<file path="config.mk">
export PLATFORM = sky130hd
export DESIGN_NAME = fermat_witness_test_top_flat
export DESIGN_NICKNAME = d
export VERILOG_FILES = /design/src/sv/fwt_pkg.sv /design/src/sv/fwt_if.sv /design/src/sv/fwt_datapath.sv /design/src/sv/fwt_ctrl.sv /design/src/sv/fermat_witness_test_top.sv /design/src/flat_wrapper.sv
export SDC_FILE = /design/constraint.sdc
export NUM_CORES = 2
export LEC_CHECK = 0
export BUFFER_PORTS_ARGS = -buffer_cell sky130_fd_sc_hd__buf_2
export CORE_AREA = 10 10 321 323
export DETAILED_ROUTE_END_ITERATION = 12
export DIE_AREA = 0 0 331 333
export SYNTH_ARGS = -nofsm -noshare
export SYNTH_HDL_FRONTEND = slang
export SYNTH_SLANG_ARGS = --single-unit
</file>
<file path="constraint.sdc">
create_clock -name clk_i -period 11.1 [get_ports clk_i]
set_input_delay 2.22 -clock clk_i [delete_from_list [all_inputs] [get_ports clk_i]]
set_output_delay 2.22 -clock clk_i [all_outputs]
set_load 0.01 [all_outputs]
</file>
<file path="src/sv/fwt_pkg.sv">
`default_nettype none
package fwt_pkg;
  localparam int unsigned WORD_BITS = 64;
  localparam int unsigned CNT_BITS = $clog2(WORD_BITS);

  localparam logic [1:0] V_PRIME   = 2'd0;
  localparam logic [1:0] V_FACTOR  = 2'd1;
  localparam logic [1:0] V_FERMAT  = 2'd2;
  localparam logic [1:0] V_INVALID = 2'd3;

  typedef enum logic [2:0] {
    OP_NONE,
    OP_LOAD,
    OP_GCD_STEP,
    OP_MUL_START_SQ,
    OP_MUL_START_X,
    OP_MUL_STEP,
    OP_MUL_DONE,
    OP_NEXT_BIT
  } op_e;

  typedef struct packed {
    op_e op;
  } cmd_t;

  typedef struct packed {
    logic n_lt2;
    logic n_eq2;
    logic a_bad;
    logic gcd_done;
    logic gcd_one;
    logic mul_last;
    logic exp_bit;
    logic exp_last;
    logic res_one;
  } stat_t;
endpackage
`default_nettype wire

</file>
<file path="src/sv/fwt_if.sv">
`default_nettype none
interface fwt_in_if;
  logic        valid;
  logic        ready;
  logic [63:0] candidate;
  logic [63:0] witness_base;
  modport source (output valid, candidate, witness_base, input ready);
  modport sink (input valid, candidate, witness_base, output ready);
endinterface

interface fwt_out_if;
  logic        valid;
  logic        ready;
  logic [1:0]  verdict;
  logic [63:0] residue;
  modport source (output valid, verdict, residue, input ready);
  modport sink (input valid, verdict, residue, output ready);
endinterface
`default_nettype wire

</file>
<file path="src/sv/fwt_datapath.sv">
`default_nettype none
module fwt_datapath (
  input  wire logic                          clk_i,
  input  wire fwt_pkg::cmd_t                 cmd_i,
  input  wire logic [63:0]                   cand_i,
  input  wire logic [63:0]                   base_i,
  output fwt_pkg::stat_t                     stat_o,
  output logic [fwt_pkg::WORD_BITS-1:0]      res_o
);
  localparam int unsigned W = fwt_pkg::WORD_BITS;
  localparam int unsigned C = fwt_pkg::CNT_BITS;

  logic [W-1:0] n_q, a_q, r_q, acc_q, x_q, y_q;
  logic [W-1:0] gp_q, gq_q;
  logic [C-1:0] mbit_q, ebit_q;

  // Binary gcd step: halve an even operand, otherwise subtract the smaller
  // odd operand from the larger and halve the difference. Two even operands
  // at the start already share a factor of two.
  logic [W-1:0] g_p_d, g_q_d;
  always_comb begin
    g_p_d = gp_q;
    g_q_d = gq_q;
    if (!gp_q[0]) g_p_d = gp_q >> 1;
    else if (!gq_q[0]) g_q_d = gq_q >> 1;
    else if (gp_q >= gq_q) g_p_d = (gp_q - gq_q) >> 1;
    else g_q_d = (gq_q - gp_q) >> 1;
  end

  function automatic logic [W-1:0] madd(logic [W-1:0] x, logic [W-1:0] y,
                                        logic [W-1:0] n);
    logic [W:0] s;
    s = {1'b0, x} + {1'b0, y};
    if (s >= {1'b0, n}) s = s - {1'b0, n};
    return s[W-1:0];
  endfunction

  logic [W-1:0] dbl;
  logic [W-1:0] nexp;
  assign dbl  = madd(acc_q, acc_q, n_q);
  assign nexp = n_q - W'(1);

  always_ff @(posedge clk_i) begin
    case (cmd_i.op)
      fwt_pkg::OP_LOAD: begin
        n_q    <= cand_i[W-1:0];
        a_q    <= base_i[W-1:0];
        gp_q   <= base_i[W-1:0];
        gq_q   <= cand_i[W-1:0];
        r_q    <= W'(1);
        ebit_q <= C'(W - 1);
      end
      fwt_pkg::OP_GCD_STEP: begin
        gp_q <= g_p_d;
        gq_q <= g_q_d;
      end
      fwt_pkg::OP_MUL_START_SQ: begin
        acc_q  <= '0;
        x_q    <= r_q;
        y_q    <= r_q;
        mbit_q <= C'(W - 1);
      end
      fwt_pkg::OP_MUL_START_X: begin
        acc_q  <= '0;
        x_q    <= a_q;
        y_q    <= r_q;
        mbit_q <= C'(W - 1);
      end
      fwt_pkg::OP_MUL_STEP: begin
        acc_q  <= y_q[mbit_q] ? madd(dbl, x_q, n_q) : dbl;
        mbit_q <= mbit_q - C'(1);
      end
      fwt_pkg::OP_MUL_DONE: r_q <= acc_q;
      fwt_pkg::OP_NEXT_BIT: ebit_q <= ebit_q - C'(1);
      default: ;
    endcase
  end

  assign stat_o.n_lt2    = n_q < W'(2);
  assign stat_o.n_eq2    = n_q == W'(2);
  assign stat_o.a_bad    = (a_q < W'(2)) || (a_q >= n_q);
  assign stat_o.gcd_done = (gp_q == '0) || (!gp_q[0] && !gq_q[0]);
  assign stat_o.gcd_one  = (gp_q == '0) && (gq_q == W'(1));
  assign stat_o.mul_last = mbit_q == '0;
  assign stat_o.exp_bit  = nexp[ebit_q];
  assign stat_o.exp_last = ebit_q == '0;
  assign stat_o.res_one  = r_q == W'(1);
  assign res_o = r_q;
endmodule
`default_nettype wire

</file>
<file path="src/sv/fwt_ctrl.sv">
`default_nettype none
module fwt_ctrl (
  input  wire logic           clk_i,
  input  wire logic           rst_ni,
  input  wire logic           in_valid_i,
  output logic                in_ready_o,
  output logic                out_valid_o,
  input  wire logic           out_ready_i,
  output logic [1:0]          verdict_o,
  output logic                use_res_o,
  output fwt_pkg::cmd_t       cmd_o,
  input  wire fwt_pkg::stat_t stat_i
);
  localparam logic [3:0] S_IDLE  = 4'd0;
  localparam logic [3:0] S_CHECK = 4'd1;
  localparam logic [3:0] S_GCD   = 4'd2;
  localparam logic [3:0] S_SQ    = 4'd3;
  localparam logic [3:0] S_MUL   = 4'd4;
  localparam logic [3:0] S_MDONE = 4'd5;
  localparam logic [3:0] S_XST   = 4'd6;
  localparam logic [3:0] S_NEXT  = 4'd7;
  localparam logic [3:0] S_OUT   = 4'd8;

  logic [3:0] state_q, state_d;
  logic       isx_q, isx_d;
  logic [1:0] verd_q, verd_d;
  logic       use_q, use_d;

  // A finished result may be replaced on the same edge it is taken.
  assign in_ready_o  = (state_q == S_IDLE) || (state_q == S_OUT && out_ready_i);
  assign out_valid_o = state_q == S_OUT;
  assign verdict_o   = verd_q;
  assign use_res_o   = use_q;

  always_comb begin
    state_d = state_q;
    isx_d   = isx_q;
    verd_d  = verd_q;
    use_d   = use_q;
    cmd_o.op = fwt_pkg::OP_NONE;
    case (state_q)
      S_IDLE, S_OUT: begin
        if (state_q == S_OUT && out_ready_i) state_d = S_IDLE;
        if (in_valid_i && in_ready_o) begin
          cmd_o.op = fwt_pkg::OP_LOAD;
          state_d  = S_CHECK;
        end
      end
      S_CHECK: begin
        if (stat_i.n_lt2) begin
          verd_d = fwt_pkg::V_INVALID; use_d = 1'b0; state_d = S_OUT;
        end else if (stat_i.n_eq2) begin
          verd_d = fwt_pkg::V_PRIME; use_d = 1'b1; state_d = S_OUT;
        end else if (stat_i.a_bad) begin
          verd_d = fwt_pkg::V_INVALID; use_d = 1'b0; state_d = S_OUT;
        end else state_d = S_GCD;
      end
      S_GCD: begin
        if (stat_i.gcd_done) begin
          if (stat_i.gcd_one) begin
            state_d = S_SQ;
          end else begin
            verd_d = fwt_pkg::V_FACTOR; use_d = 1'b0; state_d = S_OUT;
          end
        end else cmd_o.op = fwt_pkg::OP_GCD_STEP;
      end
      S_SQ: begin
        cmd_o.op = fwt_pkg::OP_MUL_START_SQ;
        isx_d = 1'b0;
        state_d = S_MUL;
      end
      S_MUL: begin
        cmd_o.op = fwt_pkg::OP_MUL_STEP;
        if (stat_i.mul_last) state_d = S_MDONE;
      end
      S_MDONE: begin
        cmd_o.op = fwt_pkg::OP_MUL_DONE;
        if (!isx_q && stat_i.exp_bit) state_d = S_XST;
        else state_d = S_NEXT;
      end
      S_XST: begin
        // The base product starts once the square has been written back.
        cmd_o.op = fwt_pkg::OP_MUL_START_X;
        isx_d = 1'b1;
        state_d = S_MUL;
      end
      S_NEXT: begin
        if (stat_i.exp_last) begin
          verd_d = stat_i.res_one ? fwt_pkg::V_PRIME : fwt_pkg::V_FERMAT;
          use_d = 1'b1;
          state_d = S_OUT;
        end else begin
          cmd_o.op = fwt_pkg::OP_NEXT_BIT;
          state_d = S_SQ;
        end
      end
      default: begin
        state_d = S_IDLE;
      end
    endcase
  end

  always_ff @(posedge clk_i or negedge rst_ni) begin
    if (!rst_ni) begin
      state_q <= S_IDLE;
      isx_q   <= 1'b0;
      verd_q  <= fwt_pkg::V_PRIME;
      use_q   <= 1'b0;
    end else begin
      state_q <= state_d;
      isx_q   <= isx_d;
      verd_q  <= verd_d;
      use_q   <= use_d;
    end
  end
endmodule
`default_nettype wire

</file>
<file path="src/sv/fermat_witness_test_top.sv">
`default_nettype none
// Fermat witness test.
// One input beat carries a candidate n and a witness base a; one output beat
// returns a verdict (probable prime, common factor, Fermat failure, invalid)
// and the residue a^(n-1) mod n. Both channels are valid/ready.
// A candidate below three or a base out of range is settled in the check
// state, which passes straight to the output state. Otherwise a binary gcd
// runs one step per cycle. Then square-and-multiply walks the 64 exponent
// bits. Each bit costs one square (a start, add-and-double steps over the
// multiplier bits and a write-back), one more such multiply when the bit is
// set, and a step on to the next bit.
// One item is in work at a time. A finished result waits in the output
// register while the receiver stalls, and no input beat is taken meanwhile;
// the next input beat can be taken in the same cycle as the result beat.
// Reset empties the block: no result pending, input ready high.
module fermat_witness_test_top (
  input wire logic  clk_i,
  input wire logic  rst_ni,
  fwt_in_if.sink    in_if,
  fwt_out_if.source out_if
);
  fwt_pkg::cmd_t  cmd;
  fwt_pkg::stat_t stat;
  logic [fwt_pkg::WORD_BITS-1:0] res;
  logic use_res;
  logic [1:0] verdict;

  // The controller sequences the test; the datapath holds all operands.
  fwt_ctrl u_ctrl (
    .clk_i, .rst_ni,
    .in_valid_i(in_if.valid), .in_ready_o(in_if.ready),
    .out_valid_o(out_if.valid), .out_ready_i(out_if.ready),
    .verdict_o(verdict), .use_res_o(use_res),
    .cmd_o(cmd), .stat_i(stat)
  );

  fwt_datapath u_dp (
    .clk_i, .cmd_i(cmd),
    .cand_i(in_if.candidate), .base_i(in_if.witness_base),
    .stat_o(stat), .res_o(res)
  );

  // Invalid and common-factor verdicts report a zero residue; the others report the result register.
  assign out_if.verdict = verdict;
  assign out_if.residue = use_res ? 64'(res) : 64'd0;

  a_ready: assert property (@(posedge clk_i) disable iff (!rst_ni)
    in_if.ready |-> !out_if.valid || out_if.ready)
    else $error("input taken while a result waits");
  a_hold: assert property (@(posedge clk_i) disable iff (!rst_ni)
    out_if.valid && !out_if.ready |=> out_if.valid && $stable(out_if.verdict))
    else $error("result lost");
  a_res_hold: assert property (@(posedge clk_i) disable iff (!rst_ni)
    out_if.valid && !out_if.ready |=> $stable(out_if.residue))
    else $error("residue changed");
  a_res: assert property (@(posedge clk_i) disable iff (!rst_ni)
    out_if.valid && out_if.verdict == fwt_pkg::V_PRIME
      |-> out_if.residue == 64'd1)
    else $error("prime residue");
endmodule
`default_nettype wire
</file>
<file path="src/flat_wrapper.sv">
// flat-port wrapper written by rule: the top's interface ports become plain ports
module fermat_witness_test_top_flat 
  (clk_i, rst_ni, in_if_valid, in_if_candidate, in_if_witness_base, in_if_ready, out_if_valid, out_if_verdict, out_if_residue, out_if_ready);
  fwt_in_if in_if_i ();
  fwt_out_if out_if_i ();
  input wire logic clk_i;
  input wire logic rst_ni;
  input wire logic [$bits(in_if_i.valid)-1:0] in_if_valid;
  input wire logic [$bits(in_if_i.candidate)-1:0] in_if_candidate;
  input wire logic [$bits(in_if_i.witness_base)-1:0] in_if_witness_base;
  output wire logic [$bits(in_if_i.ready)-1:0] in_if_ready;
  output wire logic [$bits(out_if_i.valid)-1:0] out_if_valid;
  output wire logic [$bits(out_if_i.verdict)-1:0] out_if_verdict;
  output wire logic [$bits(out_if_i.residue)-1:0] out_if_residue;
  input wire logic [$bits(out_if_i.ready)-1:0] out_if_ready;
  assign in_if_i.valid = in_if_valid;
  assign in_if_i.candidate = in_if_candidate;
  assign in_if_i.witness_base = in_if_witness_base;
  assign in_if_ready = in_if_i.ready;
  assign out_if_valid = out_if_i.valid;
  assign out_if_verdict = out_if_i.verdict;
  assign out_if_residue = out_if_i.residue;
  assign out_if_i.ready = out_if_ready;
  fermat_witness_test_top u_core (.clk_i(clk_i), .rst_ni(rst_ni), .in_if(in_if_i), .out_if(out_if_i));
endmodule
</file>
==> impl_results.rst <==
.. list-table::
   :header-rows: 1

   * - Metric
     - Value
   * - Critical Path Fanout Max
     - 37
   * - Area post-placement
     - 47900 um^2
   * - Status
     - completed
   * - Worst hold path class
     - flop to flop
   * - Post-synthesis register bit count
     - 532
   * - Post-route non-filler standard cell count
     - 6480
   * - Detail-routed via count per cell
     - 6.38
   * - Fin crit share
     - 95.9%
   * - Post-synthesis async set-or-reset flop share
     - 1.50%
   * - Cell types occupying the most area after synthesis
     - sky130_fd_sc_hd__edfxtp_1 34%, sky130_fd_sc_hd__ha_1 11%, sky130_fd_sc_hd__a21oi_1 4.7%
   * - Global-route total usage across every layer
     - 31.2%
   * - Fill count
     - 9100
   * - Via count of the first global-routing pass
     - 38.8k
   * - Fin crit period
     - 10640 ps
   * - CP max stage delay
     - 550 ps
   * - Accumulated negative setup slack
     - 0 ps
   * - Drt first pass iters
     - 6
   * - Sequential fraction of the synthesis area
     - 34.7%
   * - Top delay family on crit path
     - compound AO/OA/AOI/OAI gates
   * - Worst slew slack as a fraction of its limit
     - 22.4%
   * - Crit path max-delay cell type
     - sky130_fd_sc_hd__a2111oi_4
   * - Setup-failing EPs final
     - 0
   * - Library cell with the largest summed area after synthesis
     - sky130_fd_sc_hd__edfxtp_1
   * - Sum of buffers and inverters on the critical path
     - 5
   * - TritonCTS clock tree
     - built
   * - Leading post-synthesis cells by instance count
     - 524 x sky130_fd_sc_hd__edfxtp_1, 441 x sky130_fd_sc_hd__nand2_1, 434 x sky130_fd_sc_hd__a21oi_1
   * - Number of synthesized flops with an enable pin
     - 524
   * - Type of destination of the critical path
     - flop
   * - Max Freq
     - 0.0939 GHz
   * - Clock sink count
     - 532
   * - Flip-flop cell with the highest count after synthesis
     - sky130_fd_sc_hd__edfxtp_1
   * - Share of the core filled with cells
     - 52.0%
   * - IO Count
     - 200
   * - Number of antenna violations at the first check in global routing
     - 12
   * - Cts bufs inserted
     - 61
   * - Type of origin of the critical path
     - flop
   * - Most common cell in the synthesized netlist
     - sky130_fd_sc_hd__edfxtp_1
   * - Crit path arrival time
     - 11040 ps
   * - I/O Buffers
     - 199
   * - Total core area
     - 96300 um^2
   * - Violation count after the first detailed-routing iteration
     - 5415
   * - CTS Root Buffer Type
     - sky130_fd_sc_hd__clkbuf_16
   * - Required time at the worst-slack endpoint
     - 11490 ps
   * - Synthesized area divided by synthesized cell count
     - 9.00 um^2
   * - Critical path class
     - flop to flop
   * - Clock latency on the worst-skew pair
     - 680 ps
   * - Antenna Nets Post-Route
     - 0
   * - First-pass GRT wire length
     - 259000 um
   * - Global placer's final weighted congestion
     - 0.999
   * - Total gr overflow
     - 0
   * - Slew Viols, Final
     - 0
   * - Standard-cell row count
     - 114
   * - Area taken by multi-input logic gates
     - 27900 um^2
   * - Hold buffer count at CTS
     - 0
   * - Final hold viol count
     - 0
   * - Transition at the pin with the smallest max-transition slack
     - 1160 ps
   * - Maximum clock path buffer count
     - 3
   * - Netlist area before placement
     - 45900 um^2
   * - Area overhead of the layout relative to synthesis
     - 9.10%
   * - Reg clk slew, reported paths
     - 60 ps
   * - Placed cell count
     - 6356
   * - Starting density of the core
     - 47.7%
   * - Share of Yosys cell area claimed by the top area cell type
     - 34.3%
   * - Floorplan die area
     - 110000 um^2
   * - Net count of the finished layout
     - 5675
   * - Unrepaired setup endpoints after global routing
     - false
   * - Max-cap violation count
     - 0
   * - FF+latch area
     - 15900 um^2
   * - Remaining routing DRC violations
     - 0
   * - Syn_nets
     - 5625
   * - Fraction of final layout cells with drive strength greater than 1
     - 10.5%
   * - Largest net degree at the start of global routing
     - 96
   * - Count of vias placed by the detailed router
     - 41.4k
   * - Die X-Extent
     - 331 um
   * - Most used cell along the critical path
     - sky130_fd_sc_hd__ha_1
   * - Level count of the clock H-tree
     - 2
   * - Ys Warns
     - 0
   * - Vertical die dimension
     - 333 um
   * - Routed wire length
     - 180000 um
   * - Post-synth cell types
     - 103
   * - Routed wire per std cell
     - 27.7 um
   * - Worst clock skew on the final layout
     - 25.4 ps
   * - Fin area
     - 50100 um^2
   * - DP HPWL
     - 143000 um
   * - Synthesized instance count
     - 5098
flip-flops by register name, summed over array words and instances, names as in the netlist, 2 cells and up:
| signal | cells |
|---|---|
| u_core.u_dp.a_q | 64 |
| u_core.u_dp.y_q | 64 |
| u_core.u_dp.res_o | 64 |
| u_core.u_dp.gp_q | 64 |
| u_core.u_ctrl.verdict_o | 2 |
| u_core.u_dp.gq_q | 64 |
| u_core.u_dp.x_q | 64 |
| u_core.u_dp.mbit_q | 6 |
| u_core.u_dp.n_q | 64 |
| u_core.u_dp.ebit_q | 6 |
| u_core.u_dp.acc_q | 64 |
| u_core.u_ctrl.state_q | 4 |
stage by stage:
step	setup WS [ps]	hold WS, ps
final	455	508
after global routing	17.1	530
after floorplan	2890	453
after CTS	26.3	506
after detailed placement	71.7	496
after global placement	154	492
placed cells by master, fill, tap and decap left out, types with 113 or more instances in the layout:
cell and count:
sky130_fd_sc_hd__edfxtp_1 524, sky130_fd_sc_hd__xor2_1 113, sky130_fd_sc_hd__buf_2 199, sky130_fd_sc_hd__nor3_1 113, sky130_fd_sc_hd__xnor2_1 238, sky130_fd_sc_hd__a21o_1 222, sky130_fd_sc_hd__nand4_1 117, sky130_fd_sc_hd__and2_1 144
sky130_fd_sc_hd__a21oi_1 433, sky130_fd_sc_hd__ha_1 390, sky130_fd_sc_hd__o21ai_0 389, sky130_fd_sc_hd__inv_1 291, sky130_fd_sc_hd__nor2_1 287, sky130_fd_sc_hd__nand2_1 439
path summary, 6_finish.rpt:
kind | from | endpoint | slack [ps] | cells past startpoint
min reg2reg | u_core.u_dp.res_o[43]$_SDFFCE_PP0P_ | u_core.u_dp.y_q[43]$_DFFE_PP_ | 510 | 0
max in group asynchronous | rst_ni | u_core.u_ctrl.isx_q$_DFFE_PN0P_ | 9390 | 1
min | u_core.u_dp.res_o[43]$_SDFFCE_PP0P_ | u_core.u_dp.y_q[43]$_DFFE_PP_ | 510 | 0
max reg2reg | u_core.u_dp.n_q[30]$_DFFE_PP_ | u_core.u_dp.acc_q[7]$_SDFFCE_PN0P_ | 460 | 37
min in group asynchronous | rst_ni | u_core.u_ctrl.verdict_o[0]$_DFFE_PN0P_ | 1440 | 1
max | u_core.u_dp.n_q[30]$_DFFE_PP_ | u_core.u_dp.acc_q[7]$_SDFFCE_PN0P_ | 460 | 37
layer usage:
| metal | part of all wire, % | GRT usage, % | vias to the layer above | wire length, um |
|---|---|---|---|---|
| met1 | 43 | 44.4 | 19900 | 77000 |
| li1 | - | - | 19100 | - |
| met3 | 9.8 | 5.14 | 277 | 17600 |
| met5 | 0.0067 | 0 | - | 12 |
| met2 | 43 | 46.8 | 2100 | 77400 |
| met4 | 4.2 | 11.9 | 2 | 7590 |
final cells by class:
type,instances,area share (%)
multi-input combinational,4007,55.6
sequential,532,31.8
clock buffer,73,3.26
tap,1276,3.19
timing repair buffer,252,2.91
inverter,294,2.21
clock inverter,42,0.942
antenna,4,0.0200
timing repair:
| item | 4_1_cts | 5_1_grt |
|---|---|---|
| gates resized for setup | 0 | 2 |
| setup buffers | 0 | 4 |
| endpoints found under the setup margin | 0 | 63 |
kinds of logic after synthesis:
| family | Yosys count | synth area share (%) |
|---|---|---|
| adder cells (fa/ha/maj) | 395 | 10.9 |
| flip-flops | 532 | 34.7 |
| AO/OA/AOI/OAI | 1625 | 22.7 |
| XOR/XNOR | 351 | 6.70 |
| AND/OR/NAND/NOR | 1499 | 16.3 |
| buffers and inverters | 560 | 4.82 |
| multiplexers | 136 | 3.88 |
Power is left out: the tool's default activity adds up to more than one toggle a clock period on the data nets, which glitch-free logic cannot reach.
